--- config.mk ---
export PLATFORM = sky130hd
export DESIGN_NAME = json_string_unescape_utf8_core
export DESIGN_NICKNAME = d
export VERILOG_FILES = /design/src/rtl/jsu_pkg.sv /design/src/rtl/json_string_unescape_utf8_core.sv /design/src/rtl/jsu_front.sv /design/src/rtl/jsu_queue.sv /design/src/rtl/jsu_back.sv
export SDC_FILE = /design/constraint.sdc
export NUM_CORES = 1
export LEC_CHECK = 0
export BUFFER_PORTS_ARGS = -buffer_cell sky130_fd_sc_hd__buf_2
export CAP_MARGIN = 15
export CORE_MARGIN = 2
export CORE_UTILIZATION = 35
export DETAILED_ROUTE_END_ITERATION = 16
export HOLD_SLACK_MARGIN = 0.12
export PLACE_DENSITY = 0.46
export SETUP_SLACK_MARGIN = 0.15
export SLEW_MARGIN = 10
export SYNTH_ARGS = -nofsm -noshare
export SYNTH_HDL_FRONTEND = slang
export SYNTH_SLANG_ARGS = --single-unit
--- constraint.sdc ---
create_clock -name clock -period 5.9 [get_ports clock]
set_clock_uncertainty 0.1 [all_clocks]
set_input_delay 0.295 -clock clock [delete_from_list [all_inputs] [get_ports clock]]
set_output_delay 0.295 -clock clock [all_outputs]
set_load 0.02 [all_outputs]
--- src/rtl/jsu_pkg.sv ---
// shared types and constants for the json string unescape block
`default_nettype none

package jsu_pkg;

   // result kinds as carried on rsp_tuser
   localparam logic [1:0] KIND_BYTE = 2'd0;
   localparam logic [1:0] KIND_END  = 2'd1;
   localparam logic [1:0] KIND_ERR  = 2'd2;

   // default number of result groups held between front and back
   localparam int QUEUE_DEPTH_DEFAULT = 4;

   // one group of results caused by one input item, bytes[0] goes out first
   typedef struct packed {
      logic [1:0]      kind;
      logic [1:0]      last_idx;
      logic [3:0][7:0] bytes;
   } jsu_entry_type;

endpackage

`default_nettype wire

--- src/rtl/json_string_unescape_utf8_core.sv ---
// top level of the streaming json string unescape to utf-8 decoder
`default_nettype none

// Decodes one strict quoted JSON string at a time, one raw byte per input
// item on the req_ channel, and delivers decoded UTF-8 bytes, an end mark or
// an error mark on the rsp_ channel. A byte is taken every cycle as long as
// the result queue has room; it is parsed in the cycle it is accepted and
// turned into a group of zero to four results. The back end sends one result
// item per cycle while rsp_tready is high, so a \u escape that expands to four
// bytes holds the back end while the queue of QUEUE_DEPTH groups absorbs the
// burst. The first result of an accepted byte is written to the queue, then
// to the registered output stage. rsp_tlast marks each group's final result.
// After an end or an error result the decoder waits for a new opening quote.

module json_string_unescape_utf8_core #(
   parameter int QUEUE_DEPTH = jsu_pkg::QUEUE_DEPTH_DEFAULT
) (
   input  logic       clock,
   input  logic       reset,
   // input items
   input  logic       req_tvalid,
   output logic       req_tready,
   input  logic [7:0] req_tdata,   // [7:0] in_byte
   // result items
   output logic       rsp_tvalid,
   input  logic       rsp_tready,
   output logic [7:0] rsp_tdata,   // [7:0] out_byte
   output logic [1:0] rsp_tuser,   // [1:0] kind
   output logic       rsp_tlast
);
   import jsu_pkg::*;

   logic          queue_full;
   logic          queue_empty;
   logic          push;
   logic          pop;
   jsu_entry_type push_entry;
   jsu_entry_type head_entry;

   // parser, one byte per cycle while the queue has room
   jsu_front u_front (
      .clock      (clock),
      .reset      (reset),
      .in_valid   (req_tvalid),
      .in_ready   (req_tready),
      .in_byte    (req_tdata),
      .queue_full (queue_full),
      .push       (push),
      .push_entry (push_entry)
   );

   // groups of results waiting for the back end
   jsu_queue #(
      .DEPTH (QUEUE_DEPTH)
   ) u_queue (
      .clock      (clock),
      .reset      (reset),
      .push       (push),
      .push_entry (push_entry),
      .full       (queue_full),
      .pop        (pop),
      .empty      (queue_empty),
      .head_entry (head_entry)
   );

   // serializer with the registered output stage
   jsu_back u_back (
      .clock      (clock),
      .reset      (reset),
      .head_valid (!queue_empty),
      .head_entry (head_entry),
      .pop        (pop),
      .out_valid  (rsp_tvalid),
      .out_ready  (rsp_tready),
      .out_byte   (rsp_tdata),
      .out_kind   (rsp_tuser),
      .out_last   (rsp_tlast)
   );

endmodule

`default_nettype wire

--- src/rtl/jsu_front.sv ---
// front end: string parser that turns each input byte into a result group
`default_nettype none

module jsu_front (
   input  logic                  clock,
   input  logic                  reset,
   input  logic                  in_valid,
   output logic                  in_ready,
   input  logic [7:0]            in_byte,
   input  logic                  queue_full,
   output logic                  push,
   output jsu_pkg::jsu_entry_type push_entry
);
   import jsu_pkg::*;

   typedef enum logic [3:0] {
      PH_WAIT,
      PH_BODY,
      PH_ESC,
      PH_HEX1,
      PH_BSL,
      PH_U,
      PH_HEX2
   } phase_type;

   localparam logic [7:0] CH_QUOTE = 8'h22;
   localparam logic [7:0] CH_BSL   = 8'h5C;
   localparam logic [7:0] CH_SLASH = 8'h2F;
   localparam logic [7:0] CH_SPACE = 8'h20;
   localparam logic [7:0] CH_NUL   = 8'h00;
   localparam logic [7:0] CH_B     = 8'h62;
   localparam logic [7:0] CH_F     = 8'h66;
   localparam logic [7:0] CH_N     = 8'h6E;
   localparam logic [7:0] CH_R     = 8'h72;
   localparam logic [7:0] CH_T     = 8'h74;
   localparam logic [7:0] CH_U     = 8'h75;

   localparam logic [15:0] HIGH_MIN = 16'hD800;
   localparam logic [15:0] HIGH_MAX = 16'hDBFF;
   localparam logic [15:0] LOW_MIN  = 16'hDC00;
   localparam logic [15:0] LOW_MAX  = 16'hDFFF;
   localparam logic [20:0] PLANE1   = 21'h10000;

   // {valid, nibble}
   function automatic logic [4:0] hex_nibble(input logic [7:0] c);
      logic [4:0] r;
      r = '0;
      if (c >= 8'h30 && c <= 8'h39) begin
         r = {1'b1, c[3:0]};
      end else if ((c >= 8'h61 && c <= 8'h66) || (c >= 8'h41 && c <= 8'h46)) begin
         r = {1'b1, c[3:0] + 4'd9};
      end
      return r;
   endfunction

   function automatic jsu_entry_type utf8_encode(input logic [20:0] cp);
      jsu_entry_type e;
      e = '0;
      e.kind = KIND_BYTE;
      if (cp <= 21'h7F) begin
         e.bytes[0] = cp[7:0];
      end else if (cp <= 21'h7FF) begin
         e.last_idx = 2'd1;
         e.bytes[0] = 8'hC0 | {3'b000, cp[10:6]};
         e.bytes[1] = 8'h80 | {2'b00, cp[5:0]};
      end else if (cp <= 21'hFFFF) begin
         e.last_idx = 2'd2;
         e.bytes[0] = 8'hE0 | {4'b0000, cp[15:12]};
         e.bytes[1] = 8'h80 | {2'b00, cp[11:6]};
         e.bytes[2] = 8'h80 | {2'b00, cp[5:0]};
      end else begin
         e.last_idx = 2'd3;
         e.bytes[0] = 8'hF0 | {5'b00000, cp[20:18]};
         e.bytes[1] = 8'h80 | {2'b00, cp[17:12]};
         e.bytes[2] = 8'h80 | {2'b00, cp[11:6]};
         e.bytes[3] = 8'h80 | {2'b00, cp[5:0]};
      end
      return e;
   endfunction

   phase_type     phase_ff, phase_in;
   logic [15:0]   accum_ff, accum_in;
   logic [1:0]    digits_ff, digits_in;
   logic [9:0]    high_ff, high_in;

   logic          accept;
   logic          emit;
   logic          do_fail;
   logic [4:0]    hexv;
   logic [15:0]   accum_next;
   logic [20:0]   cp_pair;
   jsu_entry_type entry;

   assign in_ready   = !queue_full;
   assign accept     = in_valid && !queue_full;
   assign hexv       = hex_nibble(in_byte);
   assign accum_next = {accum_ff[11:0], hexv[3:0]};
   assign cp_pair    = PLANE1 + {1'b0, high_ff, accum_next[9:0]};

   always_comb begin
      phase_in  = phase_ff;
      accum_in  = accum_ff;
      digits_in = digits_ff;
      high_in   = high_ff;
      emit      = 1'b0;
      do_fail   = 1'b0;
      entry     = '0;
      entry.kind = KIND_BYTE;

      case (phase_ff)
         PH_WAIT: begin
            if (in_byte != CH_QUOTE) begin
               do_fail = 1'b1;
            end else begin
               phase_in = PH_BODY;
            end
         end
         PH_BODY: begin
            if (in_byte == CH_NUL) begin
               do_fail = 1'b1;
            end else if (in_byte == CH_QUOTE) begin
               phase_in   = PH_WAIT;
               emit       = 1'b1;
               entry.kind = KIND_END;
            end else if (in_byte < CH_SPACE) begin
               do_fail = 1'b1;
            end else if (in_byte == CH_BSL) begin
               phase_in = PH_ESC;
            end else begin
               emit           = 1'b1;
               entry.bytes[0] = in_byte;
            end
         end
         PH_ESC: begin
            phase_in = PH_BODY;
            emit     = 1'b1;
            case (in_byte)
               CH_QUOTE, CH_BSL, CH_SLASH: entry.bytes[0] = in_byte;
               CH_B: entry.bytes[0] = 8'h08;
               CH_F: entry.bytes[0] = 8'h0C;
               CH_N: entry.bytes[0] = 8'h0A;
               CH_R: entry.bytes[0] = 8'h0D;
               CH_T: entry.bytes[0] = 8'h09;
               CH_U: begin
                  emit      = 1'b0;
                  phase_in  = PH_HEX1;
                  accum_in  = '0;
                  digits_in = '0;
               end
               default: begin
                  emit    = 1'b0;
                  do_fail = 1'b1;
               end
            endcase
         end
         PH_BSL: begin
            if (in_byte != CH_BSL) begin
               do_fail = 1'b1;
            end else begin
               phase_in = PH_U;
            end
         end
         PH_U: begin
            if (in_byte != CH_U) begin
               do_fail = 1'b1;
            end else begin
               phase_in  = PH_HEX2;
               accum_in  = '0;
               digits_in = '0;
            end
         end
         PH_HEX1, PH_HEX2: begin
            if (!hexv[4]) begin
               do_fail = 1'b1;
            end else if (digits_ff != 2'd3) begin
               accum_in  = accum_next;
               digits_in = digits_ff + 2'd1;
            end else begin
               accum_in  = accum_next;
               digits_in = '0;
               if (phase_ff == PH_HEX1) begin
                  if (accum_next >= HIGH_MIN && accum_next <= HIGH_MAX) begin
                     high_in  = accum_next[9:0];
                     phase_in = PH_BSL;
                  end else if (accum_next >= LOW_MIN && accum_next <= LOW_MAX) begin
                     do_fail = 1'b1;
                  end else begin
                     phase_in = PH_BODY;
                     emit     = 1'b1;
                     entry    = utf8_encode({5'b00000, accum_next});
                  end
               end else begin
                  if (accum_next < LOW_MIN || accum_next > LOW_MAX) begin
                     do_fail = 1'b1;
                  end else begin
                     high_in  = '0;
                     phase_in = PH_BODY;
                     emit     = 1'b1;
                     entry    = utf8_encode(cp_pair);
                  end
               end
            end
         end
         default: begin
            do_fail = 1'b1;
         end
      endcase

      if (do_fail) begin
         phase_in   = PH_WAIT;
         accum_in   = '0;
         digits_in  = '0;
         high_in    = '0;
         emit       = 1'b1;
         entry      = '0;
         entry.kind = KIND_ERR;
      end
   end

   assign push       = accept && emit;
   assign push_entry = entry;

   always_ff @(posedge clock) begin
      if (reset) begin
         phase_ff  <= PH_WAIT;
         accum_ff  <= '0;
         digits_ff <= '0;
         high_ff   <= '0;
      end else if (accept) begin
         phase_ff  <= phase_in;
         accum_ff  <= accum_in;
         digits_ff <= digits_in;
         high_ff   <= high_in;
      end
   end

endmodule

`default_nettype wire

--- src/rtl/jsu_queue.sv ---
// short first-in first-out queue of result groups between front and back
`default_nettype none

module jsu_queue #(
   parameter int DEPTH = jsu_pkg::QUEUE_DEPTH_DEFAULT
) (
   input  logic                  clock,
   input  logic                  reset,
   input  logic                  push,
   input  jsu_pkg::jsu_entry_type push_entry,
   output logic                  full,
   input  logic                  pop,
   output logic                  empty,
   output jsu_pkg::jsu_entry_type head_entry
);
   import jsu_pkg::*;

   // depth is a power of two, at least two
   localparam int AW = $clog2(DEPTH);

   jsu_entry_type slots_ff [DEPTH];
   logic [AW:0]   wr_ptr_ff, wr_ptr_in;
   logic [AW:0]   rd_ptr_ff, rd_ptr_in;

   assign empty      = (wr_ptr_ff == rd_ptr_ff);
   assign full       = (wr_ptr_ff[AW] != rd_ptr_ff[AW]) &&
                       (wr_ptr_ff[AW-1:0] == rd_ptr_ff[AW-1:0]);
   assign head_entry = slots_ff[rd_ptr_ff[AW-1:0]];
   assign wr_ptr_in  = wr_ptr_ff + {{AW{1'b0}}, (push && !full)};
   assign rd_ptr_in  = rd_ptr_ff + {{AW{1'b0}}, (pop && !empty)};

   always_ff @(posedge clock) begin
      if (reset) begin
         wr_ptr_ff <= '0;
         rd_ptr_ff <= '0;
      end else begin
         wr_ptr_ff <= wr_ptr_in;
         rd_ptr_ff <= rd_ptr_in;
      end
   end

   always_ff @(posedge clock) begin
      if (push && !full) begin
         slots_ff[wr_ptr_ff[AW-1:0]] <= push_entry;
      end
   end

endmodule

`default_nettype wire

--- src/rtl/jsu_back.sv ---
// back end: sends the bytes of each result group out one item per cycle while out_ready does not stall it
`default_nettype none

module jsu_back (
   input  logic                  clock,
   input  logic                  reset,
   input  logic                  head_valid,
   input  jsu_pkg::jsu_entry_type head_entry,
   output logic                  pop,
   output logic                  out_valid,
   input  logic                  out_ready,
   output logic [7:0]            out_byte,
   output logic [1:0]            out_kind,
   output logic                  out_last
);
   import jsu_pkg::*;

   logic [1:0] idx_ff, idx_in;
   logic       valid_ff, valid_in;
   logic [7:0] byte_ff, byte_in;
   logic [1:0] kind_ff, kind_in;
   logic       last_ff, last_in;
   logic       load;
   logic       at_last;

   assign load    = !valid_ff || out_ready;
   assign at_last = (idx_ff == head_entry.last_idx);
   assign pop     = load && head_valid && at_last;

   always_comb begin
      valid_in = valid_ff;
      byte_in  = byte_ff;
      kind_in  = kind_ff;
      last_in  = last_ff;
      idx_in   = idx_ff;
      if (load) begin
         valid_in = head_valid;
         byte_in  = head_entry.bytes[idx_ff];
         kind_in  = head_entry.kind;
         last_in  = at_last;
         if (head_valid) begin
            idx_in = at_last ? 2'd0 : idx_ff + 2'd1;
         end
      end
   end

   always_ff @(posedge clock) begin
      if (reset) begin
         valid_ff <= 1'b0;
         idx_ff   <= '0;
      end else begin
         valid_ff <= valid_in;
         idx_ff   <= idx_in;
      end
   end

   always_ff @(posedge clock) begin
      byte_ff <= byte_in;
      kind_ff <= kind_in;
      last_ff <= last_in;
   end

   assign out_valid = valid_ff;
   assign out_byte  = byte_ff;
   assign out_kind  = kind_ff;
   assign out_last  = last_ff;

endmodule

`default_nettype wire
==> run summary, run 1 <==
vias in the first global route = 5945
worst slack at placement = 1600 ps
share of layout cells above drive strength 1 = 0.179
final WL = 22.1 mm
Reg2Reg Depth = 7
H-tree depth = 4
Total GRT Usage = 0.177
met2 GRT Util = 0.295
Die Area = 26100 um^2
CTS Hold Bufs = 0
hold wc startpoint = reset
CP required = 6030 ps
Hold Slack = 307 ps
Sequential Power Share = 0.476
Synth async-reset ratio = 0
Clock Tree Buf Depth = 2
GRT busiest layer = met2
chip height = 161 um
Psw = 855 uW
core area = 24300 um^2
Slew @ Worst Pin = 1070 ps
Slowest-stage cell, CP = dfxtp_1
total gr overflow = 0
Layout Utilization = 0.397
CP Cell Sequence = nand4_1, or4b_2, nor4_1, o2bb2ai_1, nor2_1, and3_1, nor2b_1
FF/Latch Area = 4900 um^2
largest net degree at the start of global routing = 38
max-cap violation count = 0
Syn Inst Count = 701
total CTS buffers = 17
crit path max fanout = 15
Setup Buffers After CTS = 0
Tot Pwr = 3.10 mW
met1 usage = 0.238
Seq/Total Area, Yosys = 0.564
clock group share of total power = 0.358
Distinct cells, synth = 72
nets = 724
Critical Path Start = u_front.accum_ff[3]
Syn. warnings = 0
period utilisation layout = 0.712
startpoint types = register
critical path's largest stage delay = 800 ps
Row Count = 57
Cell Pwr Density = 321 nW/um^2
fin worst setup slack = 1700 ps
vias per std cell = 5.65
Clock Latency Late Sink = 430 ps
Worst setup EP type = register
post-route design area = 9660 um^2
RSZ-0062 raised after global routing = false
Finished Layout Cells = 1038
hold crit path type = in -> reg
final setup TNS = 0 ps
Die X = 161 um
Pint = 2.24 mW
port bufs = 24
Max Slew Vio Count = 0
Fillers = 2289
Synth Register Bits = 175
Critical Path AT = 4330 ps
Wirelength per Cell = 21.3 um
dpl hpwl = 14.8 mm
first-pass GRT wire length = 34.8 mm
Hold Vio Cnt, Final = 0
worst rel slew slack = 0.287
# placed instances = 1006
clock-pin slew of the registers on the worst-case setup and hold paths = 80 ps
I/O pin count = 25
initial antenna violation count = 0
DP Area = 9070 um^2
hold depth = 2
DRC = 0
CP Class = reg -> reg
CTS sink cnt = 175
maximum vdd drop = 0.147 mV
Fmax = 238 MHz
Combinational Power Share = 0.167
worst r2r src = u_front.accum_ff[3]
ANT nets after route = 0
status = finished clean
syn avg cell area = 12.4 um^2
Vias = 5860
ant diodes = 0
CTS tree = yes
Main synth FF type = edfxtp_1
switching part of the total = 0.276
area delta synth->final = 11.3%
met3 Resource Use GR = 0.0313
Static Leak = 3.07 nW
Starting Density = 0.357
Synth Net Count = 724
r2r setup slk = 1700 ps
drt initial violations = 561
TritonRoute pass-1 iters = 5
EDFF count, synth = 139
Gates resized, CTS repair = 0
final setup violation count = 0
Synth Cell Area = 8670 um^2
placer congestion estimate = 0.861
Multi-input gate area = 3550 um^2
CTS Root Cell = clkbuf_16
min Tclk post-route = 4200 ps
synthesized netlist by cell type, types with 7 or more instances:
cell type,count,area (um^2)
a221oi_1,7,61.3
o21ai_0,26,130
nor3_1,16,80.1
nor2b_1,15,93.8
nand2_1,74,278
dfxtp_1,36,721
and2_1,12,75.1
nor2_1,36,135
o21bai_1,7,52.6
nand4_1,7,43.8
buf_2,8,40.0
buf_1,8,30.0
ha_1,11,138
a21oi_1,48,240
inv_1,8,30.0
edfxtp_1,139,4170
mux4_2,38,856
xnor2_1,8,70.1
clkbuf_1,34,128
nand3_1,33,165
cell type report:
cell class	count	area share
clock buffers	17	0.0441
clock inverters	15	0.0170
flip-flops and latches	175	0.507
inverters	8	0.00311
repair buffers	33	0.0194
well taps	324	0.0420
multi-input cells	466	0.367
state kept, by name, indices dropped and copies added (netlist names):
signal and flops:
u_queue.slots_ff 128, u_front.accum_ff 12, u_front.high_ff 10, u_back.out_byte 8, u_front.phase_ff 3, u_queue.rd_ptr_ff 3
u_queue.wr_ptr_ff 3, u_back.idx_ff 2, u_back.out_kind 2, u_front.digits_ff 2, u_back.out_last 1, u_back.out_valid 1
power by group through the flow:
| stage | logic (mW) | registers, mW | clock network [mW] |
|---|---|---|---|
| final | 0.516 | 1.47 | 1.11 |
| after global routing | 0.570 | 1.48 | 1.18 |
| after CTS | 0.534 | 1.48 | 1.13 |
| after detailed placement | 0.533 | 1.50 | 0 |
| after global placement | 0.535 | 1.50 | 0 |
| after floorplan | 0.362 | 1.53 | 0 |
worst paths after layout:
kind                        endpoint
max          u_queue.slots_ff[2][27]
min reg2reg     u_front.digits_ff[1]
max reg2reg  u_queue.slots_ff[2][27]
min             u_queue.rd_ptr_ff[2]
critical path: cells and delay by family, from the launching register on:
family	cells	cell delay, ps
DFF	1	800
AOI/OAI and AO/OA	1	400
and+or+nand+nor	6	2700
metal layers:
metal,vias up,share of wire
met1,2968,0.46
met2,146,0.49
met3,27,0.039
met5,-,0
li1,2719,-
met4,0,0.018
layout by cell type (no fill, tap or decap), drive strengths merged, types with 4 or more instances in the layout:
cell type  netlist  routed
nand3           33      33
xnor2            8       8
a221oi           8       8
a211o            4       4
nand4            7       7
inv              8      16
nand3b           5       5
nand2b           5       5
ha              11      11
a31o             4       4
and3b            4       4
nor4             7       7
a222oi           4       4
edfxtp         139     139
a21oi           48      48
and2            12      12
o21ai           28      28
o211ai           5       5
nor3b            4       4
nand2           74      74
xor2             5       5
nor2b           17      17
o21a             4       4
clkbuf          34      17
dfxtp           36      36
mux4            38      38
a32o             6       6
buf             18      33
clkinv           0       6
a31oi            4       4
mux2i            6       6
a211oi           6       6
o31ai            5       5
nor2            36      36
nor3            16      16
o21bai           7       7
cell families after synthesis:
group                      Yosys count  synth area share
and+or+nand+nor                    240             0.145
xor gates and xnor gates            13            0.0131
buffers and inverters               60            0.0288
AOI/OAI and AO/OA                  156             0.124
DFF                                175             0.564
adders and majority gates           11            0.0159
muxes                               46             0.109
No activity file was read; power rests on OpenSTA's default activity.
==> run 2, diff against run 1 <==
- PLACE_DENSITY: 0.46 -> 0.48
- clock period: 5.9 -> 3.65 ns (I/O delays scaled with it)
==> run summary, run 2 (synthesized netlist as in run 1, its figures left out) <==
Hold Slack = 163 ps (was 307 ps)
period utilisation layout = 0.902 (was 0.712)
CTS tree = yes (unchanged)
CP required = 3710 ps (was 6030 ps)
total CTS buffers = 17 (unchanged)
TritonRoute pass-1 iters = 6 (was 5)
CP Cell Sequence = ha_1, or2_2, a2111oi_1, nand2_1, nor2_1, mux2_4, a31o_1, nand2_1, a31oi_1 (was nand4_1, or4b_2, nor4_1, o2bb2ai_1, nor2_1, and3_1, nor2b_1)
first-pass GRT wire length = 36.6 mm (was 34.8 mm)
chip height = 161 um (unchanged)
clock group share of total power = 0.360 (was 0.358)
final setup TNS = 0 ps (unchanged)
ANT nets after route = 0 (unchanged)
dpl hpwl = 16.5 mm (was 14.8 mm)
maximum vdd drop = 0.311 mV (was 0.147 mV)
post-route design area = 10300 um^2 (was 9660 um^2)
Setup Buffers After CTS = 0 (unchanged)
Critical Path AT = 3350 ps (was 4330 ps)
startpoint types = register (unchanged)
Cell Pwr Density = 494 nW/um^2 (was 321 nW/um^2)
Clock Tree Buf Depth = 2 (unchanged)
core area = 24300 um^2 (unchanged)
Worst setup EP type = register (unchanged)
CTS sink cnt = 175 (unchanged)
Wirelength per Cell = 21.1 um (was 21.3 um)
DRC = 0 (unchanged)
RSZ-0062 raised after global routing = false (unchanged)
min Tclk post-route = 3290 ps (was 4200 ps)
drt initial violations = 548 (was 561)
delay-heaviest family, CP = compound AO/OA/AOI/OAI gates (was simple AND/OR/NAND/NOR gates)
Vias = 6063 (was 5860)
final setup violation count = 0 (unchanged)
switching part of the total = 0.279 (was 0.276)
Layout Utilization = 0.424 (was 0.397)
I/O pin count = 25 (unchanged)
Slowest-stage cell, CP = a2111oi_1 (was dfxtp_1)
Static Leak = 3.44 nW (was 3.07 nW)
Finished Layout Cells = 1107 (was 1038)
max-cap violation count = 0 (unchanged)
final WL = 23.3 mm (was 22.1 mm)
most frequent cells in the layout = edfxtp_1, nand2_1, buf_4 (was edfxtp_1, nand2_1, a21oi_1)
CP Class = reg -> reg (unchanged)
largest net degree at the start of global routing = 38 (unchanged)
Pint = 3.67 mW (was 2.24 mW)
hold crit path type = in -> reg (unchanged)
area delta synth->final = 18.8% (was 11.3%)
Buf/Inv on CP = 0 (unchanged)
vias per std cell = 5.48 (was 5.65)
crit path max fanout = 10 (was 15)
Combinational Power Share = 0.177 (was 0.167)
Slew @ Worst Pin = 1090 ps (was 1070 ps)
critical path's largest stage delay = 550 ps (was 800 ps)
Total GRT Usage = 0.186 (was 0.177)
# placed instances = 1075 (was 1006)
worst rel slew slack = 0.275 (was 0.287)
clock-pin slew of the registers on the worst-case setup and hold paths = 80 ps (about the same)
CTS Root Cell = clkbuf_16 (unchanged)
Tot Pwr = 5.09 mW (was 3.10 mW)
Starting Density = 0.357 (unchanged)
Clock Latency Late Sink = 430 ps (about the same)
Die X = 161 um (unchanged)
Fmax = 304 MHz (was 238 MHz)
vias in the first global route = 6172 (was 5945)
Psw = 1.42 mW (was 855 uW)
CTS Hold Bufs = 0 (unchanged)
Max Slew Vio Count = 0 (unchanged)
Die Area = 26100 um^2 (unchanged)
ant diodes = 0 (unchanged)
Hold Vio Cnt, Final = 0 (unchanged)
Row Count = 57 (unchanged)
port bufs = 24 (unchanged)
max reg flops = 128 (unchanged)
DP Area = 9680 um^2 (was 9070 um^2)
placer congestion estimate = 0.902 (was 0.861)
worst slack at placement = 8.33 ps (was 1600 ps)
CP dominant cell by count = nand2_1
fin worst setup slack = 357 ps (was 1700 ps)
initial antenna violation count = 0 (unchanged)
Sequential Power Share = 0.463 (was 0.476)
status = finished clean (unchanged)
nets = 793 (was 724)
total gr overflow = 0 (unchanged)
share of layout cells above drive strength 1 = 0.258 (was 0.179)
most common cell after layout, fill and taps aside = edfxtp_1 (unchanged)
H-tree depth = 4 (unchanged)
Gates resized, CTS repair = 0 (unchanged)
run 2: final timing paths:
kind	from	to	slack, ps	cells past startpoint
worst max-delay path	u_front.high_ff[6]	u_queue.slots_ff[2][12]	360	9
worst max register to register	u_front.high_ff[6]	u_queue.slots_ff[2][12]	360	9
worst min-delay path	reset	u_queue.rd_ptr_ff[2]	160	2
worst min register to register	u_front.digits_ff[1]	u_front.digits_ff[1]	370	2
run 2: layout make-up:
type                    count  area (um^2)
well taps                 324          405
repair buffers            102          756
inverters                   8         30.0
clock buffers              17          425
flip-flops and latches    175         4900
clock inverters            15          188
fillers                  2278        14000
multi-input cells         466         3610
run 2: power groups by stage:
stage,registers [mW],logic (mW),clock network (mW)
6_report,2.36,0.900,1.83
5_1_grt,2.37,0.992,1.96
3_3_place_gp,2.40,0.928,0
2_1_floorplan,2.47,0.592,0
3_5_place_dp,2.41,0.923,0
4_1_cts,2.36,0.929,1.88
run 2: routing by layer:
| layer | track usage | wire, um | vias up |
|---|---|---|---|
| met5 | 0 | 0 | - |
| met4 | 0.0475 | 367 | 0 |
| met3 | 0.0360 | 1100 | 21 |
| met2 | 0.301 | 11000 | 165 |
| met1 | 0.258 | 10900 | 3026 |
| li1 | - | - | 2851 |
